==> src/rtl/modexp_pkg.sv <==
`default_nettype none

package modexp_pkg;

  localparam int DEF_EXP_WIDTH = 63;
  localparam int DEF_MOD_WIDTH = 31;
  localparam int PC_W          = 4;

  typedef logic [PC_W-1:0] pc_t;

  typedef enum logic [2:0] {
    OP_NOP,
    OP_WAIT_IN,
    OP_MUL,
    OP_CLR,
    OP_EMIT
  } op_t;

  typedef enum logic [1:0] {
    ASEL_ONE,
    ASEL_SQ,
    ASEL_ACC
  } asel_t;

  typedef enum logic {
    BSEL_ONE,
    BSEL_SQ
  } bsel_t;

  typedef enum logic {
    DST_ACC,
    DST_SQ
  } dst_t;

  typedef enum logic [2:0] {
    C_NEVER,
    C_ALWAYS,
    C_MZERO,
    C_EZERO,
    C_EBIT_CLR
  } cond_t;

  typedef struct packed {
    op_t   op;
    asel_t asel;
    bsel_t bsel;
    dst_t  dst;
    logic  shift;
    cond_t cond;
    pc_t   target;
  } uword_t;

  // Commands from the sequencer to the datapath
  typedef struct packed {
    logic  in_ready;
    logic  red_start;
    asel_t asel;
    bsel_t bsel;
    logic  wr_acc;
    logic  wr_sq;
    logic  clr_acc;
    logic  shift_e;
    logic  emit;
  } cmd_t;

  // Flags from the datapath back to the sequencer
  typedef struct packed {
    logic in_valid;
    logic out_free;
    logic red_done;
    logic m_zero;
    logic e_zero;
    logic e_bit0;
  } stat_t;

  // Program labels
  localparam pc_t L_FETCH   = 4'd0;
  localparam pc_t L_CHKM    = 4'd1;
  localparam pc_t L_INITACC = 4'd2;
  localparam pc_t L_INITSQ  = 4'd3;
  localparam pc_t L_LOOP    = 4'd4;
  localparam pc_t L_TEST    = 4'd5;
  localparam pc_t L_MULACC  = 4'd6;
  localparam pc_t L_SQUARE  = 4'd7;
  localparam pc_t L_ZERO    = 4'd8;
  localparam pc_t L_EMIT    = 4'd9;

  function automatic uword_t mk_word(op_t op, asel_t asel, bsel_t bsel, dst_t dst,
                                     logic shift, cond_t cond, pc_t target);
    uword_t w;
    w.op     = op;
    w.asel   = asel;
    w.bsel   = bsel;
    w.dst    = dst;
    w.shift  = shift;
    w.cond   = cond;
    w.target = target;
    return w;
  endfunction

  // Square-and-multiply program, exponent scanned LSB first
  function automatic uword_t ucode(pc_t pc);
    uword_t w;
    case (pc)
      L_FETCH:   w = mk_word(OP_WAIT_IN, ASEL_ONE, BSEL_ONE, DST_ACC, 1'b0, C_NEVER, L_FETCH);
      L_CHKM:    w = mk_word(OP_NOP, ASEL_ONE, BSEL_ONE, DST_ACC, 1'b0, C_MZERO, L_ZERO);
      L_INITACC: w = mk_word(OP_MUL, ASEL_ONE, BSEL_ONE, DST_ACC, 1'b0, C_NEVER, L_FETCH);
      L_INITSQ:  w = mk_word(OP_MUL, ASEL_SQ, BSEL_ONE, DST_SQ, 1'b0, C_NEVER, L_FETCH);
      L_LOOP:    w = mk_word(OP_NOP, ASEL_ONE, BSEL_ONE, DST_ACC, 1'b0, C_EZERO, L_EMIT);
      L_TEST:    w = mk_word(OP_NOP, ASEL_ONE, BSEL_ONE, DST_ACC, 1'b0, C_EBIT_CLR, L_SQUARE);
      L_MULACC:  w = mk_word(OP_MUL, ASEL_ACC, BSEL_SQ, DST_ACC, 1'b0, C_NEVER, L_FETCH);
      L_SQUARE:  w = mk_word(OP_MUL, ASEL_SQ, BSEL_SQ, DST_SQ, 1'b1, C_ALWAYS, L_LOOP);
      L_ZERO:    w = mk_word(OP_CLR, ASEL_ONE, BSEL_ONE, DST_ACC, 1'b0, C_NEVER, L_FETCH);
      L_EMIT:    w = mk_word(OP_EMIT, ASEL_ONE, BSEL_ONE, DST_ACC, 1'b0, C_ALWAYS, L_FETCH);
      default:   w = mk_word(OP_NOP, ASEL_ONE, BSEL_ONE, DST_ACC, 1'b0, C_ALWAYS, L_FETCH);
    endcase
    return w;
  endfunction

endpackage

`default_nettype wire

==> src/rtl/modexp_if.sv <==
`default_nettype none

interface modexp_in_if
  import modexp_pkg::*;
#(
  parameter int EXP_WIDTH = DEF_EXP_WIDTH,
  parameter int MOD_WIDTH = DEF_MOD_WIDTH
);
  logic                 valid;
  logic                 ready;
  logic [MOD_WIDTH-1:0] base;
  logic [EXP_WIDTH-1:0] exponent;
  logic [MOD_WIDTH-1:0] modulus;

  modport source (output valid, base, exponent, modulus, input ready);
  modport sink   (input valid, base, exponent, modulus, output ready);
endinterface

interface modexp_out_if
  import modexp_pkg::*;
#(
  parameter int MOD_WIDTH = DEF_MOD_WIDTH
);
  logic                 valid;
  logic                 ready;
  logic [MOD_WIDTH-1:0] power_mod;

  modport source (output valid, power_mod, input ready);
  modport sink   (input valid, power_mod, output ready);
endinterface

`default_nettype wire

==> src/rtl/modexp_mulred.sv <==
`default_nettype none

// Modular multiplier: product registered at start, then shift-subtract
// reduction of two product bits per cycle.
module modexp_mulred
  import modexp_pkg::*;
#(
  parameter int MOD_WIDTH = DEF_MOD_WIDTH
) (
  input  wire logic                 clk,
  input  wire logic                 rst,
  input  wire logic                 start,
  input  wire logic [MOD_WIDTH-1:0] a,
  input  wire logic [MOD_WIDTH-1:0] b,
  input  wire logic [MOD_WIDTH-1:0] m,
  output logic                      done,
  output logic [MOD_WIDTH-1:0]      result
);

  localparam int PW    = 2 * MOD_WIDTH;
  localparam int CNT_W = $clog2(MOD_WIDTH + 1);

  logic [PW-1:0]        prod;
  logic [MOD_WIDTH-1:0] rem;
  logic [CNT_W-1:0]     cnt;

  logic [PW-1:0]        a_ext;
  logic [PW-1:0]        b_ext;
  logic [MOD_WIDTH:0]   m_ext;
  logic [MOD_WIDTH:0]   t1;
  logic [MOD_WIDTH:0]   r1;
  logic [MOD_WIDTH:0]   t2;
  logic [MOD_WIDTH:0]   r2;

  assign a_ext = {{MOD_WIDTH{1'b0}}, a};
  assign b_ext = {{MOD_WIDTH{1'b0}}, b};
  assign m_ext = {1'b0, m};

  // two restoring steps, top product bits first
  always_comb begin
    t1 = {rem, prod[PW-1]};
    r1 = (t1 >= m_ext) ? (t1 - m_ext) : t1;
    t2 = {r1[MOD_WIDTH-1:0], prod[PW-2]};
    r2 = (t2 >= m_ext) ? (t2 - m_ext) : t2;
  end

  always_ff @(posedge clk) begin
    if (rst) begin
      cnt  <= '0;
      done <= 1'b0;
    end else begin
      done <= 1'b0;
      if (start) begin
        prod <= a_ext * b_ext;
        rem  <= '0;
        cnt  <= CNT_W'(MOD_WIDTH);
      end else if (cnt != '0) begin
        prod <= {prod[PW-3:0], 2'b00};
        rem  <= r2[MOD_WIDTH-1:0];
        cnt  <= cnt - 1'b1;
        done <= (cnt == CNT_W'(1));
      end
    end
  end

  assign result = rem;

endmodule

`default_nettype wire

==> src/rtl/modexp_useq.sv <==
`default_nettype none

// Microcode sequencer: step counter, program table, conditional jumps.
module modexp_useq
  import modexp_pkg::*;
(
  input  wire logic  clk,
  input  wire logic  rst,
  input  wire stat_t stat,
  output cmd_t       cmd
);

  pc_t    pc;
  pc_t    pc_next;
  logic   issued;
  logic   issued_next;
  uword_t uw;
  logic   step_done;
  logic   jump;

  assign uw = ucode(pc);

  always_comb begin
    unique case (uw.op)
      OP_WAIT_IN: step_done = stat.in_valid;
      OP_MUL:     step_done = issued && stat.red_done;
      OP_EMIT:    step_done = stat.out_free;
      default:    step_done = 1'b1;
    endcase

    unique case (uw.cond)
      C_ALWAYS:   jump = 1'b1;
      C_MZERO:    jump = stat.m_zero;
      C_EZERO:    jump = stat.e_zero;
      C_EBIT_CLR: jump = !stat.e_bit0;
      default:    jump = 1'b0;
    endcase

    if (!step_done) begin
      pc_next = pc;
    end else if (jump) begin
      pc_next = uw.target;
    end else begin
      pc_next = pc + 1'b1;
    end

    // launch the multiplier once per multiply step
    issued_next = issued;
    if (uw.op == OP_MUL && !issued) begin
      issued_next = 1'b1;
    end else if (step_done) begin
      issued_next = 1'b0;
    end

    cmd.in_ready  = (uw.op == OP_WAIT_IN);
    cmd.red_start = (uw.op == OP_MUL) && !issued;
    cmd.asel      = uw.asel;
    cmd.bsel      = uw.bsel;
    cmd.wr_acc    = (uw.op == OP_MUL) && step_done && (uw.dst == DST_ACC);
    cmd.wr_sq     = (uw.op == OP_MUL) && step_done && (uw.dst == DST_SQ);
    cmd.clr_acc   = (uw.op == OP_CLR);
    cmd.shift_e   = (uw.op == OP_MUL) && step_done && uw.shift;
    cmd.emit      = (uw.op == OP_EMIT) && step_done;
  end

  always_ff @(posedge clk) begin
    if (rst) begin
      pc     <= L_FETCH;
      issued <= 1'b0;
    end else begin
      pc     <= pc_next;
      issued <= issued_next;
    end
  end

endmodule

`default_nettype wire

==> src/rtl/modular_exponentiation.sv <==
`default_nettype none

// Channel  Dir  Payload                          Transfer
// req      in   base, exponent, modulus          valid && ready
// rsp      out  power_mod                        valid && ready
//
// One item at a time. Each modular multiply runs on the shared
// two-bit-per-cycle reducer. An item with a nonzero modulus takes
// two multiplies, then one or two more per exponent bit up to the
// highest set one.
// Synchronous reset returns the sequencer to fetch and empties the output.
// The output register holds a result while rsp stalls; req is taken again
// meanwhile, and the next result waits at its emit step.
module modular_exponentiation
  import modexp_pkg::*;
#(
  parameter int EXP_WIDTH = DEF_EXP_WIDTH,
  parameter int MOD_WIDTH = DEF_MOD_WIDTH
) (
  input wire logic       clk,
  input wire logic       rst,
  modexp_in_if.sink      req,
  modexp_out_if.source   rsp
);

  cmd_t  cmd;
  stat_t stat;

  logic [MOD_WIDTH-1:0] acc;
  logic [MOD_WIDTH-1:0] sq;
  logic [EXP_WIDTH-1:0] expo;
  logic [MOD_WIDTH-1:0] modv;
  logic [MOD_WIDTH-1:0] opa;
  logic [MOD_WIDTH-1:0] opb;
  logic [MOD_WIDTH-1:0] red_result;
  logic                 red_done;
  logic                 rsp_vld;
  logic [MOD_WIDTH-1:0] rsp_data;

  modexp_useq u_useq (
    .clk  (clk),
    .rst  (rst),
    .stat (stat),
    .cmd  (cmd)
  );

  always_comb begin
    case (cmd.asel)
      ASEL_SQ:  opa = sq;
      ASEL_ACC: opa = acc;
      default:  opa = MOD_WIDTH'(1);
    endcase
    opb = (cmd.bsel == BSEL_SQ) ? sq : MOD_WIDTH'(1);
  end

  modexp_mulred #(
    .MOD_WIDTH (MOD_WIDTH)
  ) u_mulred (
    .clk    (clk),
    .rst    (rst),
    .start  (cmd.red_start),
    .a      (opa),
    .b      (opb),
    .m      (modv),
    .done   (red_done),
    .result (red_result)
  );

  assign stat.in_valid = req.valid;
  assign stat.out_free = !rsp_vld || rsp.ready;
  assign stat.red_done = red_done;
  assign stat.m_zero   = (modv == '0);
  assign stat.e_zero   = (expo == '0);
  assign stat.e_bit0   = expo[0];

  always_ff @(posedge clk) begin
    if (req.valid && cmd.in_ready) begin
      sq   <= req.base;
      expo <= req.exponent;
      modv <= req.modulus;
    end else begin
      if (cmd.wr_sq) begin
        sq <= red_result;
      end
      if (cmd.shift_e) begin
        expo <= expo >> 1;
      end
    end
    if (cmd.clr_acc) begin
      acc <= '0;
    end else if (cmd.wr_acc) begin
      acc <= red_result;
    end
  end

  // output register
  always_ff @(posedge clk) begin
    if (rst) begin
      rsp_vld <= 1'b0;
    end else if (cmd.emit) begin
      rsp_vld <= 1'b1;
    end else if (rsp.ready) begin
      rsp_vld <= 1'b0;
    end
    if (cmd.emit) begin
      rsp_data <= acc;
    end
  end

  // hold off req transfers while in reset
  assign req.ready     = cmd.in_ready && !rst;
  assign rsp.valid     = rsp_vld;
  assign rsp.power_mod = rsp_data;

endmodule

`default_nettype wire

==> src/flat_wrapper.sv <==
// flat-port wrapper written by rule: the top's interface ports become plain ports
module modular_exponentiation_flat import modexp_pkg::*;
#(
  parameter int EXP_WIDTH = DEF_EXP_WIDTH,
  parameter int MOD_WIDTH = DEF_MOD_WIDTH
)
  (clk, rst, req_valid, req_base, req_exponent, req_modulus, req_ready, rsp_valid, rsp_power_mod, rsp_ready);
  modexp_in_if #(.EXP_WIDTH(EXP_WIDTH), .MOD_WIDTH(MOD_WIDTH)) req_i ();
  modexp_out_if #(.MOD_WIDTH(MOD_WIDTH)) rsp_i ();
  input wire logic clk;
  input wire logic rst;
  input wire logic [$bits(req_i.valid)-1:0] req_valid;
  input wire logic [$bits(req_i.base)-1:0] req_base;
  input wire logic [$bits(req_i.exponent)-1:0] req_exponent;
  input wire logic [$bits(req_i.modulus)-1:0] req_modulus;
  output wire logic [$bits(req_i.ready)-1:0] req_ready;
  output wire logic [$bits(rsp_i.valid)-1:0] rsp_valid;
  output wire logic [$bits(rsp_i.power_mod)-1:0] rsp_power_mod;
  input wire logic [$bits(rsp_i.ready)-1:0] rsp_ready;
  assign req_i.valid = req_valid;
  assign req_i.base = req_base;
  assign req_i.exponent = req_exponent;
  assign req_i.modulus = req_modulus;
  assign req_ready = req_i.ready;
  assign rsp_valid = rsp_i.valid;
  assign rsp_power_mod = rsp_i.power_mod;
  assign rsp_i.ready = rsp_ready;
  modular_exponentiation #(.EXP_WIDTH(EXP_WIDTH), .MOD_WIDTH(MOD_WIDTH)) u_core (.clk(clk), .rst(rst), .req(req_i), .rsp(rsp_i));
endmodule
==> config.mk <==
export PLATFORM = sky130hd
export DESIGN_NAME = modular_exponentiation_flat
export DESIGN_NICKNAME = d
export VERILOG_FILES = /design/src/rtl/modexp_pkg.sv /design/src/rtl/modexp_if.sv /design/src/rtl/modexp_mulred.sv /design/src/rtl/modexp_useq.sv /design/src/rtl/modular_exponentiation.sv /design/src/flat_wrapper.sv
export SDC_FILE = /design/constraint.sdc
export NUM_CORES = 2
export LEC_CHECK = 0
export ABC_CLOCK_PERIOD_IN_PS = 9150
export BUFFER_PORTS_ARGS = -buffer_cell sky130_fd_sc_hd__buf_2
export CAP_MARGIN = 20
export CORE_ASPECT_RATIO = 1.25
export CORE_MARGIN = 1
export CORE_UTILIZATION = 40
export CTS_BUF_LIST = sky130_fd_sc_hd__clkbuf_8
export CTS_CLUSTER_SIZE = 20
export DETAILED_ROUTE_END_ITERATION = 7
export HOLD_SLACK_MARGIN = 0.15
export PLACE_DENSITY = 0.64
export SLEW_MARGIN = 10
export SYNTH_ARGS = -nofsm -noshare
export SYNTH_HDL_FRONTEND = slang
export SYNTH_SLANG_ARGS = --single-unit
==> constraint.sdc <==
create_clock -name clk -period 9.15 [get_ports clk]
set_input_delay 0.915 -clock clk [delete_from_list [all_inputs] [get_ports clk]]
set_output_delay 0.915 -clock clk [all_outputs]
set_load 0.005 [all_outputs]
==> results.ini <==
[yosys]
syn-mean-instance-area_um2=9.27
yosysWarnings=0
ys_seq_elements=304
syn_nets=6273
yosysSeqAreaShare=0.186
ys_types=86
synth_edf_count=249
synthCells=4978
synthArstFlopShare=0
synth.cell_area_um2=46100
synthFlopType=edfxtp_1

[floorplanning]
floorplan.die.height_um=382
rows=138
die_x_um=306
pin_count=162
core_area_um2=114000
initial_core_util=0.405
die-area_um2=117000

[pwr]
pwr_density_cell_nw_per_um2=173
peakVddDrop_uv=256
p_leak_nw=23.8

[sta]
tns_ps=0
fin_crit_ps=8900
timing.hold.ws_ps=346
finalHoldViolCount=0
slew_violations=0
worstMarginPinSlew_ps=1100
max_slew_margin=0.268
skew_ps=65.9
fmax_ghz=0.112
period_share=0.972
setup_viol=0
timing.final.ws_setup_ps=252

[route]
drt_iter0_markers=2782
ant_nets=0
vias_per_cell=5.46
drc_errors=0
drtPass1Iterations=6
routedWlPerCell_um=22.8
num_vias=36400
wirelength_mm=152

[worst_hold_path]
hold_start=req_modulus[3]
min_to=u_core.modv[3]
hold_path_depth=1
hold_path.class=in2reg

[placed_design]
dpl-instance-area_um2=49600
dp_slack_ps=-616
place.gp.congestion=1.03
port-buffer-count=161
hpwl_mm=124
dp_cells=6554

[clock_tree]
cts_buffers=53
clk_latency_ps=740
cts-root-buf=clkbuf_8
cts_max_level=2
clk_pin_slew_ps=70
clkSinkCount=304
hold_buffers=0
cts_tree=built
clockBufferDepth=3

[finish]
mostFrequentLayoutCells=fa_1, inv_1, nand2_1
layout_commonest_cell=fa_1
final_nets=6443
instances_no_fill=6664
final_cell_area_um2=51000
drive_gt1_frac=0.126
syn2layout_area_growth_pct=10.6
fillCellCount=11000

[setup_path]
worstSetupPathType=reg2reg
reg2reg_from=u_core.u_useq.uw[9]
r2r_cells=26
rr_endpoint=u_core.u_mulred.prod[57]
cp.required_ps=9590
arrival_ps=9340
end_kind=flip-flop
critPathLaunchType=flip-flop
critPathMaxFanout=26
r2r_setup_slack_ps=250

[grt]
grt_max_degree=85
antenna_found_initial=8
track_usage=0.264
grt_pass1_vias=39400
overflow=0
grt_pass1_wl_mm=232

[outcome]
status=completed

[run]
cap_violations=0

-- Yosys cell counts, types with 49 or more instances --
| master | count | share of area |
|---|---|---|
| fa_1 | 839 | 0.36 |
| nor2_1 | 625 | 0.051 |
| nand2_1 | 748 | 0.061 |
| xnor2_1 | 65 | 0.012 |
| mux2_2 | 99 | 0.024 |
| nand3_1 | 49 | 0.0053 |
| a21o_1 | 73 | 0.012 |
| clkbuf_1 | 241 | 0.020 |
| a21oi_1 | 179 | 0.019 |
| o21ai_0 | 124 | 0.013 |
| ha_1 | 327 | 0.089 |
| inv_1 | 824 | 0.067 |
| edfxtp_1 | 249 | 0.16 |
| dfxtp_1 | 55 | 0.024 |
-- power breakdown --
part           switching [W]  total [W]  internal [W]
combinational        0.00286    0.00484       0.00198
sequential          0.000323    0.00251       0.00219
clock               0.000666    0.00146      0.000793
-- logic make-up (layout without fill, tap and decap cells) --
logic type	after synthesis	after routing	share of synthesized area
fa+ha+maj	1166	1166	0.453
compound gates	562	562	0.0786
mux	102	102	0.0248
buf+inv	1095	1310	0.0899
other cells	0	1	0
xor+xnor	108	108	0.0207
simple gates	1641	1641	0.147
flops	304	304	0.186
-- stage by stage --
step / utilization / power, W
after global placement: 0.436 / 0.00723
after CTS: 0.448 / 0.00882
after floorplan: - / 0.00623
after global routing: 0.449 / 0.00950
final: 0.449 / 0.00881
after detailed placement: 0.436 / 0.00730
-- routing by layer --
metal / routed length (µm) / vias up / share of wire / track usage
met5: 50 / - / 0.00033 / 0
met4: 11900 / 8 / 0.078 / 0.176
met3: 12700 / 540 / 0.084 / 0.0551
met2: 72600 / 1707 / 0.48 / 0.451
met1: 54600 / 18200 / 0.36 / 0.298
li1: - / 16000 / - / -
-- registers in the layout (all words and copies together), names as in the netlist --
| name | count |
|---|---|
| u_core.expo | 63 |
| u_core.u_mulred.prod | 62 |
| u_core.acc | 31 |
| u_core.modv | 31 |
| u_core.rsp.power_mod | 31 |
| u_core.sq | 31 |
| u_core.u_mulred.result | 31 |
| u_core.u_useq.uw | 12 |
| u_core.u_mulred.cnt | 5 |
| u_core.u_useq.pc | 4 |
| u_core.rsp.valid | 1 |
| u_core.u_mulred.done | 1 |
| u_core.u_useq.issued | 1 |
-- critical path: stages, from the launching register on --
cell	delay, ps
dfxtp_2	670
buf_4	300
and2_1	580
nand2_1	150
fa_1	500
inv_1	70
fa_1	550
fa_1	500
fa_2	640
fa_1	470
fa_1	470
fa_1	490
inv_1	50
fa_1	490
inv_1	50
ha_1	320
a21o_1	170
a21o_1	180
a21oi_2	200
nand2_1	170
a211oi_2	230
buf_4	210
nor4b_2	90
or4_1	530
a41oi_1	230
xor2_1	180
o21ai_1	80
-- worst max path at each step --
stage / startpoint / end
after floorplan: u_core.u_useq.uw[10] / u_core.u_mulred.prod[57]
after global placement: u_core.u_useq.uw[10] / u_core.u_mulred.prod[60]
after detailed placement: u_core.u_useq.uw[10] / u_core.u_mulred.prod[58]
after CTS: u_core.u_useq.uw[10] / u_core.u_mulred.prod[60]
after global routing: u_core.u_useq.uw[10] / u_core.u_mulred.prod[60]
final: u_core.u_useq.uw[9] / u_core.u_mulred.prod[57]
-- repair_timing --
| action | CTS | global route |
|---|---|---|
| gates cloned | 0 | 1 |
| endpoints found under the setup margin | 13 | 16 |
| resized for setup | 26 | 11 |
| pin swaps | 5 | 5 |
| buffers inserted | 6 | 2 |
-- final cells by class --
type,instances,area (µm²),share of cell area
antenna,1,2.50,0.0000490
clock buffer,61,840,0.0164
clock inverter,39,369,0.00723
inverter,824,3090,0.0606
multi-input combinational,3579,33600,0.658
sequential,304,8580,0.168
tap,1470,1840,0.0360
timing repair buffer,386,2730,0.0535
(Power assumes the default switching activity.)
